<file path="src/design/chs_pkg.sv">
// ----------------------------------------------------------------------------
// chs_pkg
// Shared types and codes for the chained hash element store.
// ----------------------------------------------------------------------------
package chs_pkg;

  localparam logic [1:0] ACT_LOOKUP = 2'd0;
  localparam logic [1:0] ACT_CREATE = 2'd1;
  localparam logic [1:0] ACT_WRITE  = 2'd2;
  localparam logic [1:0] ACT_ERASE  = 2'd3;

  localparam logic [31:0] MULT_RESET = 32'd1540483477;

  typedef struct packed {
    logic [1:0]  action;
    logic [15:0] row_index;
    logic [15:0] col_index;
    logic [31:0] write_value;
  } in_item_t;

  typedef struct packed {
    logic        found;
    logic        created;
    logic [31:0] element_value;
    logic        status;
  } out_item_t;

  typedef enum logic [3:0] {
    CMD_NONE,
    CMD_CLEAR,
    CMD_LOAD,
    CMD_HASH,
    CMD_HEAD,
    CMD_NODE_RD,
    CMD_STEP,
    CMD_HIT_RW,
    CMD_UNLINK,
    CMD_RELEASE,
    CMD_FREE_RD,
    CMD_ALLOC_FREE,
    CMD_ALLOC_FRESH,
    CMD_FULL
  } cmd_t;

  typedef struct packed {
    logic [1:0] act;
    logic       cur_ok;
    logic       key_match;
    logic       free_ok;
    logic       fresh_ok;
    logic       clr_last;
  } dp_status_t;

endpackage

</file>
<file path="src/design/chs_ctrl.sv">
// ----------------------------------------------------------------------------
// chs_ctrl
// Sequencer for the hash, chain walk and update steps of one request.
// ----------------------------------------------------------------------------
module chs_ctrl (
  input  logic                clk,
  input  logic                rst_n,
  input  logic                in_valid,
  output logic                in_stall,
  output logic                out_valid,
  input  logic                out_stall,
  input  chs_pkg::dp_status_t st,
  output chs_pkg::cmd_t       cmd
);

  typedef enum logic [3:0] {
    S_CLEAR, S_IDLE, S_HASH, S_HEAD, S_WALK, S_CMP, S_HIT, S_FREE,
    S_MISS, S_ALLOC_F, S_DONE
  } state_t;

  state_t state_r, state_nxt;
  logic   out_valid_r;
  logic   take;

  assign out_valid = out_valid_r;
  assign in_stall  = !((state_r == S_IDLE) && (!out_valid_r || !out_stall));
  assign take      = in_valid && !in_stall;

  always_comb begin
    state_nxt = state_r;
    cmd       = chs_pkg::CMD_NONE;
    unique case (state_r)
      S_CLEAR: begin
        cmd = chs_pkg::CMD_CLEAR;
        if (st.clr_last) state_nxt = S_IDLE;
      end
      S_IDLE: begin
        if (take) begin
          cmd       = chs_pkg::CMD_LOAD;
          state_nxt = S_HASH;
        end
      end
      S_HASH: begin
        cmd       = chs_pkg::CMD_HASH;
        state_nxt = S_HEAD;
      end
      S_HEAD: begin
        cmd       = chs_pkg::CMD_HEAD;
        state_nxt = S_WALK;
      end
      S_WALK: begin
        if (st.cur_ok) begin
          cmd       = chs_pkg::CMD_NODE_RD;
          state_nxt = S_CMP;
        end else begin
          state_nxt = S_MISS;
        end
      end
      S_CMP: begin
        if (st.key_match) begin
          state_nxt = S_HIT;
        end else begin
          cmd       = chs_pkg::CMD_STEP;
          state_nxt = S_WALK;
        end
      end
      S_HIT: begin
        if (st.act == chs_pkg::ACT_ERASE) begin
          cmd       = chs_pkg::CMD_UNLINK;
          state_nxt = S_FREE;
        end else begin
          cmd       = chs_pkg::CMD_HIT_RW;
          state_nxt = S_DONE;
        end
      end
      S_FREE: begin
        cmd       = chs_pkg::CMD_RELEASE;
        state_nxt = S_DONE;
      end
      S_MISS: begin
        state_nxt = S_DONE;
        if (st.act == chs_pkg::ACT_CREATE || st.act == chs_pkg::ACT_WRITE) begin
          priority if (st.free_ok) begin
            cmd       = chs_pkg::CMD_FREE_RD;
            state_nxt = S_ALLOC_F;
          end else if (st.fresh_ok) begin
            cmd = chs_pkg::CMD_ALLOC_FRESH;
          end else begin
            cmd = chs_pkg::CMD_FULL;
          end
        end
      end
      S_ALLOC_F: begin
        cmd       = chs_pkg::CMD_ALLOC_FREE;
        state_nxt = S_DONE;
      end
      S_DONE: state_nxt = S_IDLE;
      default: state_nxt = S_IDLE;
    endcase
  end

  always_ff @(posedge clk) begin
    if (!rst_n) begin
      state_r     <= S_CLEAR;
      out_valid_r <= 1'b0;
    end else begin
      state_r <= state_nxt;
      if (state_r == S_DONE) out_valid_r <= 1'b1;
      else if (out_valid_r && !out_stall) out_valid_r <= 1'b0;
    end
  end

endmodule

</file>
<file path="config.mk">
export PLATFORM = sky130hd
export DESIGN_NAME = chs_ctrl
export DESIGN_NICKNAME = d
export VERILOG_FILES = /design/src/design/chs_pkg.sv /design/src/design/chs_ctrl.sv
export SDC_FILE = /design/constraint.sdc
export NUM_CORES = 1
export LEC_CHECK = 0
export BUFFER_PORTS_ARGS = -buffer_cell sky130_fd_sc_hd__buf_2
export CAP_MARGIN = 5
export CORE_AREA = 8 8 45 47
export DETAILED_ROUTE_END_ITERATION = 8
export DIE_AREA = 0 0 53 55
export HOLD_SLACK_MARGIN = 0.1
export PLACE_DENSITY = 0.69
export RECOVER_POWER = 50
export SLEW_MARGIN = 20
export SYNTH_ARGS = -nofsm -noshare
export SYNTH_HDL_FRONTEND = slang
export SYNTH_SLANG_ARGS = --single-unit
</file>
<file path="constraint.sdc">
create_clock -name clk -period 1.2 [get_ports clk]
set_clock_uncertainty 0.2 [all_clocks]
set_input_delay 0.06 -clock clk [delete_from_list [all_inputs] [get_ports clk]]
set_output_delay 0.06 -clock clk [all_outputs]
set_load 0.03 [all_outputs]
</file>
==> run_results.csv <==
group,metric,value,unit
finish,antennaDiodeCount,0,
synthesis,synth_adder_area_share,2.304,%
global_route,track_usage,16.28,%
status,outcome,"finished, violations left",
status,violations,"hold timing, setup timing",
cts,postCtsHoldBufs,3,
timing,period_share,136.4,%
cts,root_buffer,"clkbuf_4",
synthesis,synth.mux.area_fraction,1.843,%
placed_design,dpl.hpwl,1365,um
global_route,antenna_found_initial,0,
timing,tightest_slew,250.5,ps
routing,initialDrtViolationCount,14,
floorplanning,rows,14,
synthesis,synth_seq_area_share,18.43,%
floorplanning,die_area,2915,um2
timing,fmax,611.1,MHz
synthesis,synth_fp_nets,84,
worst_setup_path,worstPathRequired,940,ps
routing,route.detailed.drc,0,
timing,fin_crit,1636,ps
worst_setup_path,reg2reg_depth,6,
worst_setup_path,worstPathArrival,1380,ps
synthesis,synth_top_family_by_area,"simple AND/OR/NAND/NOR gates",
floorplanning,io_pins,17,
worst_hold_path,hold_path_class,"in -> reg",
power,p_leak,0.4844,nW
synthesis,syn_area,543.0,um2
timing,timing.hold.ws,-84.95,ps
cts,clkTransAtPathRegs,40,ps
cts,clock-sinks,5,
finish,final_util,80.29,%
worst_hold_path,min_to,"out_valid",
synthesis,synth_compound_gate_area_share,28.80,%
placed_design,io_buffers,16,
worst_hold_path,min_from,"out_stall",
cts,cts_buffers,3,
finish,finalNetCount,130,
timing,setup_ws,-436.3,ps
floorplanning,initial_utilization,39.24,%
worst_setup_path,cp-start-kind,"flop",
timing,maxSlewViolCount,0,
cts,clock_latency,240,ps
synthesis,postSynthCellCount,72,
placed_design,dp_slack,-325.3,ps
timing,rsz0062_at_grt,"true",
timing,setup_viol,9,
worst_setup_path,crit_fanout,6,
finish,syn2layout_area_growth,104.6,%
routing,top_layer_used,"met4",
worst_hold_path,min_path_cells,3,
power,power.density,622.0,nW/um2
routing,num_vias,715,
routing,wl_per_cell,15.62,um
routing,drt-pass1-iter-count,4,
cts,htreeDepth,1,
timing,hold_viol_final,1,
placed_design,place.gp.congestion,0.7991,
routing,wl_met2,1159,um
cts,tritoncts,"yes",
synthesis,yosys_warnings,0,
routing,antenna_violating_nets_post_route,0,
global_route,first_global_vias,803,
finish,drive_gt1_share,67.52,%
power,vdd.ir_drop.worst,0.0006463,V
synthesis,synth-simple-area-share,38.71,%
worst_setup_path,rr_endpoint,"state_r[2]",
routing,route.met3.wl,53,um
worst_setup_path,r2r_start,"state_r[1]",
floorplanning,die_h,55,um
timing,setup_tns,-2921,ps
routing,viasPerCell,5.376,
timing,max_slew_margin,83.29,%
synthesis,yosys.cell_types.count,35,
synthesis,synth-xor-area-share,1.613,%
synthesis,ys_ff_latch,5,
floorplanning,fp.coreArea,1384,um2
power,power,691.1,uW
global_route,grt_max_degree,10,
floorplanning,die_w,53,um
cts,clk_path_buf_depth,2,
routing,wl,2078,um
worst_setup_path,end_kind,"output pin",
routing,drt-met1-wl,843,um
job,maxCapViolations,0,
synthesis,syn_area_per_cell,7.542,um2
worst_setup_path,critPathKind,"reg -> out",
global_route,grt_pass1_wl,3560,um
global_route,overflow,0,
worst_setup_path,ff2ff_setup_slack,-300,ps
## metal layers
| layer | vias to the layer above | GRT usage, % |
|---|---|---|
| met1 | 343 | 16.69 |
| met4 | 0 | 4.741 |
| met5 | - | 0 |
| li1 | 359 | - |
| met2 | 11 | 30.86 |
| met3 | 2 | 5.080 |
## Yosys cell counts
library cell,number,area [um2]
and2_1,1,6.260
nand3b_1,1,7.510
and2b_2,1,8.760
a31oi_1,1,6.260
nor2_1,3,11.26
nor3b_1,2,15.01
buf_4,5,37.54
inv_2,1,3.750
xor2_1,1,8.760
nor2b_1,2,12.51
nor2b_2,1,8.760
a32oi_1,1,8.760
a21oi_2,1,8.760
a21boi_1,1,7.510
or2_4,1,8.760
a21oi_1,5,25.02
nor3b_2,2,25.02
o211a_1,1,10.01
o21ai_1,2,10.01
nand2_1,10,37.54
ha_1,1,12.51
o311ai_1,1,8.760
nand3_1,3,15.01
nor3_1,2,10.01
mux2i_1,1,10.01
inv_1,1,3.750
o22ai_1,1,6.260
nor2_2,1,6.260
o221ai_1,4,35.03
nand2b_1,5,31.28
dfxtp_1,5,100.1
o21bai_1,1,7.510
a311oi_2,1,15.01
nand4_1,1,6.260
a22oi_1,1,7.510
## metrics by stage
step	std cells	instance area, um2
floorplan	72	678.2
global placement	118	868.3
detailed placement	118	868.3
CTS	133	1096
global route	133	1111
finish	133	1111
## state kept, by name, summed over array words and instances (netlist names)
register / flops
state_r: 4
out_valid: 1
## layout make-up
class | instances | area, um2
Multi-Input combinational cell | 60 | 563.0
Timing Repair Buffer | 46 | 375.4
Fill cell | 96 | 272.8
Sequential cell | 5 | 118.9
Clock buffer | 4 | 26.28
Tap cell | 16 | 20.02
Inverter | 2 | 7.507
## how the worst max path moves through the flow
stage,start,to,slack (ps),cells past startpoint
finish,state_r[1],cmd[0],-440,5
global route,state_r[1],cmd[0],-500,5
CTS,state_r[1],cmd[0],-430,5
detailed placement,state_r[3],cmd[3],-330,5
global placement,st[5],cmd[1],-300,7
floorplan,state_r[1],cmd[0],-150,4
## worst max-delay path: stages (launching register included)
cell and delay [ps]:
dfxtp_4 390, buf_6 150, mux2i_4 220, nand2_2 120, o311ai_4 80, buf_6 170
## kinds of logic after synthesis
| kind of cell | count (synthesis) |
|---|---|
| buffers and inverters | 7 |
| and+or+nand+nor | 36 |
| muxes | 1 |
| adders and majority gates | 1 |
| xor gates and xnor gates | 1 |
| AOI/OAI and AO/OA | 21 |
| DFF | 5 |
## what timing repair did
action	in CTS	in global routing
endpoints found under the hold margin	5	1
pin swaps	7	2
setup endpoints to repair	10	10
buffers inserted	8	0
resized for setup	29	3
## report_power, final
group          internal [mW]  switching (mW)
registers              0.165          0.0181
clock network          0.126          0.0713
logic                  0.168           0.143
total                  0.459           0.232
## placed cells by master (no fill, tap or decap), types with 2 or more instances in the layout
cell type       n
buf_4          21
buf_2          10
buf_6          10
nand2_1         7
dfxtp_4         5
nand2b_1        3
a21oi_1         3
nor3b_2         3
a21oi_2         3
clkbuf_4        3
dlygate4sd3_1   3
nor2_4          2
nand3_4         2
nand2b_4        2
nand2_2         2
o221ai_4        2
o21ai_1         2
nor2b_1         2
(Power assumes the default switching activity.)
